[src/rtl/core/sm3_pkg.sv]
// sm3 hash package: payload types, constants and bit helpers
package sm3_pkg;

  typedef struct packed {
    logic [31:0] data_word;
    logic [2:0]  valid_bytes;
    logic        last_word;
  } sm3_in_t;

  typedef struct packed {
    logic [31:0] digest_word;
    logic [2:0]  word_index;
    logic        digest_last;
  } sm3_out_t;

  typedef logic [7:0][31:0] sm3_word8_t;

  // schedule window taps used by one round
  typedef struct packed {
    logic [31:0] w0;
    logic [31:0] w3;
    logic [31:0] w4;
    logic [31:0] w7;
    logic [31:0] w10;
    logic [31:0] w13;
  } sm3_taps_t;

  localparam logic [31:0] SM3_T_LOW  = 32'h79cc4519;
  localparam logic [31:0] SM3_T_HIGH = 32'h7a879d8a;
  localparam logic [31:0] SM3_PAD_WORD = 32'h80000000;
  localparam logic [5:0]  SM3_LAST_ROUND = 6'd63;
  localparam logic [3:0]  SM3_LEN_HI_SLOT = 4'd14;
  localparam logic [3:0]  SM3_LAST_SLOT = 4'd15;
  localparam logic [2:0]  SM3_LAST_INDEX = 3'd7;
  localparam logic [2:0]  SM3_FULL_BYTES = 3'd4;

  localparam sm3_word8_t SM3_IV = {
    32'hb0fb0e4e, 32'he38dee4d, 32'h163138aa, 32'ha96f30bc,
    32'hda8a0600, 32'h172442d7, 32'h4914b2b9, 32'h7380166f
  };

  typedef enum logic [3:0] {
    ST_IDLE = 4'b0001,
    ST_PAD  = 4'b0010,
    ST_COMP = 4'b0100,
    ST_OUT  = 4'b1000
  } sm3_state_e;

  function automatic logic [31:0] sm3_rotl(input logic [31:0] x, input logic [4:0] n);
    logic [63:0] dbl;
    dbl = {x, x} << n;
    return dbl[63:32];
  endfunction

  function automatic logic [31:0] sm3_p0(input logic [31:0] x);
    return x ^ sm3_rotl(x, 5'd9) ^ sm3_rotl(x, 5'd17);
  endfunction

  function automatic logic [31:0] sm3_p1(input logic [31:0] x);
    return x ^ sm3_rotl(x, 5'd15) ^ sm3_rotl(x, 5'd23);
  endfunction

endpackage

[src/rtl/core/sm3_round.sv]
// sm3 round unit: one compression round and one schedule word
module sm3_round import sm3_pkg::*; (
  input  sm3_word8_t  regs_i,
  input  sm3_taps_t   taps_i,
  input  logic [5:0]  round_i,
  output sm3_word8_t  regs_o,
  output logic [31:0] w_new_o
);

  logic [31:0] a, b, c, d, e, f, g, h;
  logic [31:0] t_const, ff, gg, a12, s1, s2, t1, t2;
  logic        early;

  assign {h, g, f, e, d, c, b, a} = regs_i;
  assign early = (round_i[5:4] == 2'b00);
  assign t_const = early ? SM3_T_LOW : SM3_T_HIGH;

  always_comb begin
    if (early) begin
      ff = a ^ b ^ c;
      gg = e ^ f ^ g;
    end else begin
      ff = (a & b) | (a & c) | (b & c);
      gg = (e & f) | (~e & g);
    end
  end

  assign a12 = sm3_rotl(a, 5'd12);
  assign s1  = sm3_rotl(a12 + e + sm3_rotl(t_const, round_i[4:0]), 5'd7);
  assign s2  = s1 ^ a12;
  assign t1  = ff + d + s2 + (taps_i.w0 ^ taps_i.w4);
  assign t2  = gg + h + s1 + taps_i.w0;

  assign regs_o = {g, sm3_rotl(f, 5'd19), e, sm3_p0(t2),
                   c, sm3_rotl(b, 5'd9), a, t1};

  // w[j+16] from the rolling window
  assign w_new_o = sm3_p1(taps_i.w0 ^ taps_i.w7 ^ sm3_rotl(taps_i.w13, 5'd15))
                 ^ sm3_rotl(taps_i.w3, 5'd7) ^ taps_i.w10;

endmodule

[src/rtl/core/sm3_hash.sv]
// sm3 hash top level: message intake, padding, round sequencer, digest output
//
// usage
//   input channel (in_valid_i / in_ready_o / in_data_i) takes one big-endian
//   32-bit message word per transaction with a valid byte count and a last flag
//   output channel (out_valid_o / out_ready_i / out_data_o) returns the 256-bit
//   digest as eight transactions, word 0 (most significant) first
// timing
//   a plain word is taken while the sequencer is idle; every 16th word
//   starts a compression on the shared round unit, during which no input
//   is taken; after a last word the sequencer pushes padding one word per
//   cycle while not compressing (up to 18 words) and may run one or two
//   compressions, then the digest is shown
//   in_ready_o is high only while the sequencer is idle
// reset and stall
//   reset loads the initial vector and clears the length, counters and flags
//   a stalled receiver holds the current digest word; the block takes no
//   input until the eighth word is taken, then reloads the initial vector
module sm3_hash import sm3_pkg::*; (
  input  logic     clk_i,
  input  logic     rst_ni,
  input  logic     in_valid_i,
  output logic     in_ready_o,
  input  sm3_in_t  in_data_i,
  output logic     out_valid_o,
  input  logic     out_ready_i,
  output sm3_out_t out_data_o
);

  sm3_state_e  state_q, state_d;
  sm3_word8_t  chain_q, chain_d;
  sm3_word8_t  work_q, work_d;
  logic [15:0][31:0] win_q, win_d;
  logic [3:0]  cnt_q, cnt_d;
  logic [63:0] len_q, len_d;
  logic [5:0]  round_q, round_d;
  logic [2:0]  idx_q, idx_d;
  logic        pad_q, pad_d;       // padding of the current message in progress
  logic        need80_q, need80_d; // separate 0x80 word still owed
  logic        hi_q, hi_d;         // high length word already pushed
  logic        fin_q, fin_d;       // low length word pushed, digest follows

  sm3_word8_t  rnd_regs;
  logic [31:0] rnd_wnew;
  sm3_taps_t   taps;

  logic        push;
  logic [31:0] push_w;
  logic [2:0]  nbytes;
  logic [31:0] keep_mask, pad_bit;

  // fixed window taps: slot 0 always holds w[j]
  assign taps = '{w0: win_q[0], w3: win_q[3], w4: win_q[4], w7: win_q[7],
                  w10: win_q[10], w13: win_q[13]};

  sm3_round u_round (
    .regs_i  (work_q),
    .taps_i  (taps),
    .round_i (round_q),
    .regs_o  (rnd_regs),
    .w_new_o (rnd_wnew)
  );

  // byte count clamp and last-word masks
  assign nbytes = (in_data_i.valid_bytes > SM3_FULL_BYTES) ? SM3_FULL_BYTES
                                                           : in_data_i.valid_bytes;
  always_comb begin
    unique case (nbytes)
      3'd0:    begin keep_mask = 32'h00000000; pad_bit = 32'h80000000; end
      3'd1:    begin keep_mask = 32'hff000000; pad_bit = 32'h00800000; end
      3'd2:    begin keep_mask = 32'hffff0000; pad_bit = 32'h00008000; end
      3'd3:    begin keep_mask = 32'hffffff00; pad_bit = 32'h00000080; end
      default: begin keep_mask = 32'hffffffff; pad_bit = 32'h00000000; end
    endcase
  end

  always_comb begin
    state_d  = state_q;
    chain_d  = chain_q;
    work_d   = work_q;
    win_d    = win_q;
    cnt_d    = cnt_q;
    len_d    = len_q;
    round_d  = round_q;
    idx_d    = idx_q;
    pad_d    = pad_q;
    need80_d = need80_q;
    hi_d     = hi_q;
    fin_d    = fin_q;
    push     = 1'b0;
    push_w   = '0;

    unique case (state_q)
      ST_IDLE: begin
        if (in_valid_i) begin
          push = 1'b1;
          if (!in_data_i.last_word) begin
            len_d  = len_q + 64'd32;
            push_w = in_data_i.data_word;
          end else begin
            len_d    = len_q + {58'd0, nbytes, 3'd0};
            push_w   = (in_data_i.data_word & keep_mask) | pad_bit;
            pad_d    = 1'b1;
            need80_d = (nbytes == SM3_FULL_BYTES);
            state_d  = ST_PAD;
          end
        end
      end
      ST_PAD: begin
        push = 1'b1;
        if (need80_q) begin
          push_w   = SM3_PAD_WORD;
          need80_d = 1'b0;
        end else if (hi_q) begin
          push_w = len_q[31:0];
          hi_d   = 1'b0;
          fin_d  = 1'b1;
        end else if (cnt_q == SM3_LEN_HI_SLOT) begin
          push_w = len_q[63:32];
          hi_d   = 1'b1;
        end else begin
          push_w = '0;
        end
      end
      ST_COMP: begin
        work_d = rnd_regs;
        win_d  = {rnd_wnew, win_q[15:1]};
        round_d = round_q + 6'd1;
        if (round_q == SM3_LAST_ROUND) begin
          chain_d = chain_q ^ rnd_regs;
          round_d = '0;
          if (fin_q) begin
            state_d = ST_OUT;
          end else if (pad_q) begin
            state_d = ST_PAD;
          end else begin
            state_d = ST_IDLE;
          end
        end
      end
      ST_OUT: begin
        if (out_ready_i) begin
          if (idx_q == SM3_LAST_INDEX) begin
            chain_d = SM3_IV;
            len_d   = '0;
            cnt_d   = '0;
            idx_d   = '0;
            pad_d   = 1'b0;
            fin_d   = 1'b0;
            state_d = ST_IDLE;
          end else begin
            idx_d = idx_q + 3'd1;
          end
        end
      end
      default: state_d = ST_IDLE;
    endcase

    // a push shifts the window; the sixteenth word starts compression
    if (push) begin
      win_d = {push_w, win_q[15:1]};
      cnt_d = cnt_q + 4'd1;
      if (cnt_q == SM3_LAST_SLOT) begin
        work_d  = chain_q;
        state_d = ST_COMP;
      end
    end
  end

  always_ff @(posedge clk_i or negedge rst_ni) begin
    if (!rst_ni) begin
      state_q  <= ST_IDLE;
      chain_q  <= SM3_IV;
      cnt_q    <= '0;
      len_q    <= '0;
      round_q  <= '0;
      idx_q    <= '0;
      pad_q    <= 1'b0;
      need80_q <= 1'b0;
      hi_q     <= 1'b0;
      fin_q    <= 1'b0;
    end else begin
      state_q  <= state_d;
      chain_q  <= chain_d;
      cnt_q    <= cnt_d;
      len_q    <= len_d;
      round_q  <= round_d;
      idx_q    <= idx_d;
      pad_q    <= pad_d;
      need80_q <= need80_d;
      hi_q     <= hi_d;
      fin_q    <= fin_d;
    end
  end

  // working registers and window are payload, fully loaded before use
  always_ff @(posedge clk_i) begin
    work_q <= work_d;
    win_q  <= win_d;
  end

  assign in_ready_o  = (state_q == ST_IDLE);
  assign out_valid_o = (state_q == ST_OUT);
  assign out_data_o  = '{digest_word: chain_q[idx_q],
                         word_index:  idx_q,
                         digest_last: (idx_q == SM3_LAST_INDEX)};

  // round counter only moves during compression
  a_round_idle: assert property (@(posedge clk_i) disable iff (!rst_ni)
    (state_q != ST_COMP) |-> (round_q == 6'd0))
    else $error("round counter nonzero outside compression");

  // compression runs until the last round
  a_comp_hold: assert property (@(posedge clk_i) disable iff (!rst_ni)
    (state_q == ST_COMP && round_q != SM3_LAST_ROUND) |=> (state_q == ST_COMP))
    else $error("compression left early");

  // digest is only shown once the length words are in
  a_out_fin: assert property (@(posedge clk_i) disable iff (!rst_ni)
    out_valid_o |-> (fin_q && pad_q && cnt_q == 4'd0))
    else $error("digest shown before padding finished");

  // the block never takes input while a digest is pending
  a_no_overlap: assert property (@(posedge clk_i) disable iff (!rst_ni)
    !(in_ready_o && out_valid_o))
    else $error("input ready while digest pending");

endmodule
[config.mk]
export PLATFORM = sky130hd
export DESIGN_NAME = sm3_hash
export DESIGN_NICKNAME = d
export VERILOG_FILES = /design/src/rtl/core/sm3_pkg.sv /design/src/rtl/core/sm3_round.sv /design/src/rtl/core/sm3_hash.sv
export SDC_FILE = /design/constraint.sdc
export NUM_CORES = 2
export LEC_CHECK = 0
export BUFFER_PORTS_ARGS = -buffer_cell sky130_fd_sc_hd__buf_2
export CORE_ASPECT_RATIO = 0.75
export CORE_MARGIN = 2
export CORE_UTILIZATION = 50
export DETAILED_ROUTE_END_ITERATION = 7
export PLACE_DENSITY = 0.69
export RECOVER_POWER = 25
export SLEW_MARGIN = 5
export SYNTH_ARGS = -nofsm -noshare
export SYNTH_HDL_FRONTEND = slang
export SYNTH_SLANG_ARGS = --single-unit
export TNS_END_PERCENT = 10
[constraint.sdc]
create_clock -name clk_i -period 14.8 [get_ports clk_i]
set_input_delay 0.74 -clock clk_i [delete_from_list [all_inputs] [get_ports clk_i]]
set_output_delay 0.74 -clock clk_i [all_outputs]
set_load 0.005 [all_outputs]
Yosys cells after proc, flatten, opt, wreduce, memory -nomap -nowiden:

Index checks and enable logic that the tools add are counted.

* bits in registers: 1109
* input port bits: 40
* output and inout port bits: 38
* logic and storage cells: 180

* add/subtract/negate cells: 13
* magnitude comparators: 2
* equal/unequal tests: 19
* shift-type cells: 1
* mux-type cells: 59
* bitwise logic cells: 27
* reductions and logical operators: 18

Operators by type and width (number)
* 256-bit 2-to-1 mux: 6
* 512-bit 2-to-1 mux: 2
* 256-bit one-hot mux with 2 select lines: 1
* 32-bit bitwise XOR: 14
* 32-bit adder: 8
* 32-bit 2-to-1 mux: 8
* 64-bit 2-to-1 mux: 4
* 32-bit one-hot mux with 4 select lines: 2
* 256-bit bitwise XOR: 1
* 32-bit bitwise AND: 6
* 32-bit bitwise OR: 4
* 64-bit one-hot mux with 2 select lines: 1
* 32-bit binary-select mux with 3-bit select: 1
* 64-bit by 6-bit adder with 64-bit output: 1
* 64-bit by 6-bit adder with 64-bit output, second input constant: 1
* 32-bit one-hot mux with 2 select lines: 1
* 64-bit by 5-bit left shift with 64-bit output: 1
* 4-bit 2-to-1 mux: 12
* 32-bit NOT: 1
* 26-bit 2-to-1 mux: 1
* 4-bit one-hot mux with 4 select lines: 1
* 2-bit nonzero test: 8
* 4-bit equality test, second input constant: 3
* 1-bit 2-to-1 mux: 11
* other kinds (25): 40

Longest topological paths before layout:

* depth in word-level cells: 12
* gate-level depth with buffers: 46
* gate-level depth less buffers: 41

By module:

From an unflattened synthesis, not the netlist that was laid out.

* cells, all modules: 5897
* area, all modules: 60301.6 um^2

Modules (own cells, without submodules)
* sm3_hash: instances 1, cells each 3767, area each 43644.4 um^2, sequential area each 29107.9 um^2
* sm3_round: instances 1, cells each 2130, area each 16657.2 um^2, sequential area each 0.0 um^2

Worst setup path before layout:

OpenSTA, ideal clock, no wires.

* kind: register to register
* start: register state_q[0]
* end: register win_q (netlist bit taps[0]), enable pin
* setup time: 3.631 ns
* arrival: 9.881 ns
* data required time: 11.169 ns
* setup slack: 1.288 ns
* cell stages (with the launch flop): 7
* buffers on the path: 4
* clock period less this slack: 13.512 ns
* cell sequence: dfstp_2 -> buf_2 -> or4b_2 -> clkbuf_1 -> clkbuf_1 -> clkbuf_1 -> nand2_1

* word-level cells in the longest chain between the ends: 3
* elaborated cells between the ends (all ways): 5
* classes of those cells: 3 x eq/ne; 1 x mux; 1 x reduce/logical

Ends and longest elaborated chain
* from (decl): line sm3_hash.sv:30 `sm3_state_e state_q, state_d;`
* from (signal assigned): line sm3_hash.sv:183 `state_q <= state_d;`
* 4-bit by 2-bit equality test with 1-bit output / 4-bit by 1-bit equality test with 1-bit output (equally long branches): line sm3_hash.sv:93 `unique case (state_q)`
* 1-bit one-hot mux with 2 select lines: line sm3_hash.sv:93
* 2-bit nonzero test (no line) (*)
* to (signal assigned): line sm3_hash.sv:199 `win_q <= win_d;`
* to (decl): line sm3_hash.sv:33 `logic [15:0][31:0] win_q, win_d;`

Mark *: on every way between the ends. The rest lies on a longest branch, timed or not.
A chain may end at the register's enable or synchronous reset.

Worst setup path in the final report:

* start: register round_q[4]
* end: register chain_q[148] in the netlist's numbering

* word-level cells in the longest chain between the ends: 11
* elaborated cells between the ends (all ways): 16
* classes of those cells: 4 x add/sub; 2 x eq/ne; 1 x shift; 4 x mux; 3 x bitwise; 2 x reduce/logical

Ends and longest elaborated chain
* from (decl): line sm3_hash.sv:36 `logic [5:0] round_q, round_d;`
* from (signal assigned): line sm3_hash.sv:187 `round_q <= round_d;`
* 2-bit logical NOT: line sm3_round.sv:15 `assign early = (round_i[5:4] == 2'b00);`
* 26-bit 2-to-1 mux: line sm3_round.sv:16 `assign t_const = early ? SM3_T_LOW : SM3_T_HIGH;`
* 64-bit by 5-bit left shift with 64-bit output: line sm3_pkg.sv:51 `dbl = {x, x} << n;`
* 32-bit adder: line sm3_round.sv:29 `assign s1 = sm3_rotl(a12 + e + sm3_rotl(t_const, round_i[4:0]), 5'd7);`
* 32-bit adder (2 in series): line sm3_round.sv:32 `assign t2 = gg + h + s1 + taps_i.w0;`
* 32-bit bitwise XOR (2 in series): line sm3_pkg.sv:56 `return x ^ sm3_rotl(x, 5'd9) ^ sm3_rotl(x, 5'd17);`
* 256-bit bitwise XOR: line sm3_hash.sv:130 `chain_d = chain_q ^ rnd_regs;`
* 256-bit 2-to-1 mux: line sm3_hash.sv:129 `if (round_q == SM3_LAST_ROUND) begin`
* 256-bit one-hot mux with 2 select lines: line sm3_hash.sv:93
* to (signal assigned): line sm3_hash.sv:184 `chain_q <= chain_d;`
* to (decl): line sm3_hash.sv:31 `sm3_word8_t chain_q, chain_d;`

Parallel ways exist; a longest one is shown, timed or not. The select of a mux whose other input is x is not followed.

==> results.md <==
- Prevailing post-synth register cell: edfxtp_1
- Remaining antenna violation count: 0
- Total placed cells including tap cells: 6656
- Critical path launch point type: flip-flop
- Slew Limit Fails: 90
- Non-filler cells, final: 6862
- Slew headroom: -2.56
- Hpwl dp: 139000 um
- Drc violations: 1
- Std-Cell Rows: 108
- Total track usage: 0.316
- Tmin final: 11.33 ns
- WP buf/inv: 7
- Iter 0 DRT Violations: 5705
- Syn_area_per_cell: 11.0 um2
- Die X: 397 um
- Fmax achieved: 88.3 MHz
- CP required: 15.41 ns
- FF-to-FF path depth: 42
- Vias per cell: 6.08
- R2R Path Start: round_q[4]
- Critical R2R Capture: chain_q[148]
- Register-to-register setup slack: 3.47 ns
- Final nets: 5561
- WL/cell: 27.6 um
- Drt total wl: 189000 um
- Via total after detailed routing: 41700
- # Max-Cap Violations: 1
- DR pass1 iterations: 8
- First-pass GRT wire length: 270000 um
- Worst hold endpoint: need80_q
- Failing checks: design-rule violations, max-capacitance violations, max-slew violations
- Crit share post-route: 0.765
- Final hold vios: 0
- Hold buffers post-CTS: 0
- Most frequent CP cell: a21oi_1
- Clock sink total: 1106
- Worst slew pin tran: 5.33 ns
- CTS H-tree lvls: 3
- Die height: 299 um
- Antenna violations before repair: 13
- Hold_sp: in_data_i[3]
- Slowest CP cell: xnor2_1
- Worst min path class: input port to flip-flop
- Synth unique cells: 96
- CTS Root Cell: clkbuf_16
- Maximum buffer depth of the clock tree: 3
- Syn-to-layout area delta: 9.69%
- RSZ-0062 raised after global routing: no
- Critical path class: flip-flop to flip-flop
- Worst Path Max Fanout: 45
- Synth warn: 0
- Setup TNS: 0 ns
- CTS Buf Count: 107
- Post_cts resized: 0
- Hold Crit Depth: 3
- Initial Utilization: 0.502
- CP Data Arrival Time: 11.94 ns
- Filler cells: 9773
- Post-CTS Setup Bufs: 0
- Status: complete, but fails checks
- Final Wtd Congestion: 1.04
- Skew-Pair Late Insertion Delay: 0.77 ns
- Element type at the critical path end: flip-flop
- Asr flop ratio synth: 0.306
- Top Family by Delay on Critical Path: compound AO/OA/AOI/OAI gates
- Post-synthesis register bit count: 1106
- Max incr delay on CP: 0.83 ns
- Endpoints failing setup: 0
- Vias in the first global route: 37600
- Synthesized instance count: 5264
- Total I/O pin count: 78
- Final instance area: 63600 um2
- Largest net degree at the start of global routing: 195
- Clock Pin Slew Worst Setup and Hold Paths: 0.07 ns
- Share of cells above drive strength 1: 0.113
- CTS tree: built
- Post-Syn Nets: 5600
- EDFF count, synth: 512
- Synth Cell Area: 58000 um2
- Post-synthesis sequential area ratio: 0.502
- Die footprint: 119000 um2
- IO Port Bufs: 77
- Core Area: 115000 um2
- Placement Cell Area: 59800 um2
- Grt total ovfl: 0
- Clock Skews: 0.0603 ns
## per-layer routing
metal	GRT usage	wire length (um)
met2	0.398	72800
met3	0.0941	23900
met5	0	27
met1	0.508	86200
met4	0.0981	6200
## state kept, by name (all words and copies together), names as in the netlist, 3 cells and up
signal and cells:
win_q 320, work_q 256, round_q 6, idx_q 3
state_q 4, taps 192, cnt_q 4, len_q 61
chain_q 256
## how the worst max path moves through the flow
stage / to / cells after the start / start / slack [ns]
after detailed placement: chain_q[148] / 42 / round_q[4] / 3.83
after CTS: chain_q[148] / 42 / round_q[4] / 3.82
after global routing: chain_q[148] / 41 / round_q[4] / 2.93
final: chain_q[148] / 42 / round_q[4] / 3.47
after floorplan: taps[0] / 6 / state_q[0] / 1.29
after global placement: chain_q[148] / 42 / round_q[4] / 3.97
## layout by cell type, fill, tap and decap left out, types with 18 or more instances in the layout
master | netlist | routed
mux2i_1 | 216 | 216
buf_2 | 10 | 76
xnor2_1 | 303 | 303
inv_1 | 177 | 176
a21o_1 | 43 | 43
a222oi_1 | 25 | 25
dfxtp_1 | 256 | 256
dfrtp_1 | 218 | 215
ha_1 | 107 | 107
a211oi_1 | 18 | 18
clkinv_2 | 0 | 20
o211ai_1 | 19 | 19
buf_4 | 0 | 49
and3_1 | 137 | 136
nor2b_1 | 22 | 22
a31oi_1 | 38 | 38
nand3_1 | 56 | 55
edfxtp_1 | 512 | 512
nor3_1 | 45 | 45
clkbuf_1 | 244 | 20
fa_1 | 189 | 189
dfstp_2 | 120 | 120
a21oi_1 | 542 | 542
mux2_2 | 59 | 59
o21ai_0 | 326 | 326
mux4_2 | 64 | 64
xor2_1 | 290 | 290
or3_1 | 45 | 45
clkbuf_16 | 0 | 107
nor2_1 | 557 | 554
nand2_1 | 379 | 378
## cells by family after synthesis
kind of cell | count (synthesis) | synth area share
AND/OR/NAND/NOR | 1329 | 0.103
adder cells (fa/ha/maj) | 296 | 0.0884
flip-flops | 1106 | 0.502
buffers and inverters | 459 | 0.0300
AO/OA/AOI/OAI | 1138 | 0.112
multiplexers | 339 | 0.0736
XOR/XNOR | 597 | 0.0910
## per-stage QoR
step | hold WS [ns] | utilization | setup slack [ns]
final | 0.319 | 0.551 | 3.47
after global routing | 0.293 | 0.551 | 2.93
after CTS | 0.00389 | 0.551 | 3.82
after detailed placement | 0.405 | 0.518 | 3.83
after global placement | 0.400 | 0.518 | 3.97
after floorplan | 0.400 | - | 1.29
## cell usage after synthesis, drive strengths merged (12+ instances only)
library cell	instances	area [um2]
nor2	558	2100
a21oi	542	2710
edfxtp	512	15400
nand2	379	1420
o21ai	342	1720
xnor2	305	2690
xor2	290	2540
dfxtp	256	5120
clkbuf	246	926
dfrtp	218	5460
mux2i	216	2160
fa	189	3780
inv	177	664
and3	137	857
dfstp	120	3150
ha	107	1340
mux4	64	1440
mux2	59	664
nand3	57	290
nor3	47	245
or3	45	282
a21o	43	323
a31oi	40	272
buf	34	140
a222oi	25	250
nor2b	22	138
a211oi	19	148
o211ai	19	143
nand4	17	106
nand2b	16	100
o21bai	15	113
o21a	12	90.1
## worst register-to-register path: cells and delay by family, from the launching register on
family / cells / cell delay, ns
AO/OA/AOI/OAI: 13 / 3.34
XOR/XNOR: 5 / 2.00
adder cells (fa/ha/maj): 8 / 3.07
buffers and inverters: 7 / 1.50
flip-flops: 1 / 0.33
multiplexers: 1 / 0.14
AND/OR/NAND/NOR: 8 / 0.82
## final cells by class
| type | instances | area, um2 | area share |
|---|---|---|---|
| sequential | 1106 | 29100 | 0.458 |
| inverter | 179 | 674 | 0.0106 |
| multi-input combinational | 3699 | 27200 | 0.427 |
| tap | 1540 | 1930 | 0.0303 |
| clock inverter | 63 | 853 | 0.0134 |
| antenna | 2 | 5.00 | 0.0000787 |
| timing repair buffer | 132 | 872 | 0.0137 |
| clock buffer | 141 | 2960 | 0.0465 |
Power is not shown: default switching activity piles up to over one toggle a cycle in this logic, so the estimate is an artifact.
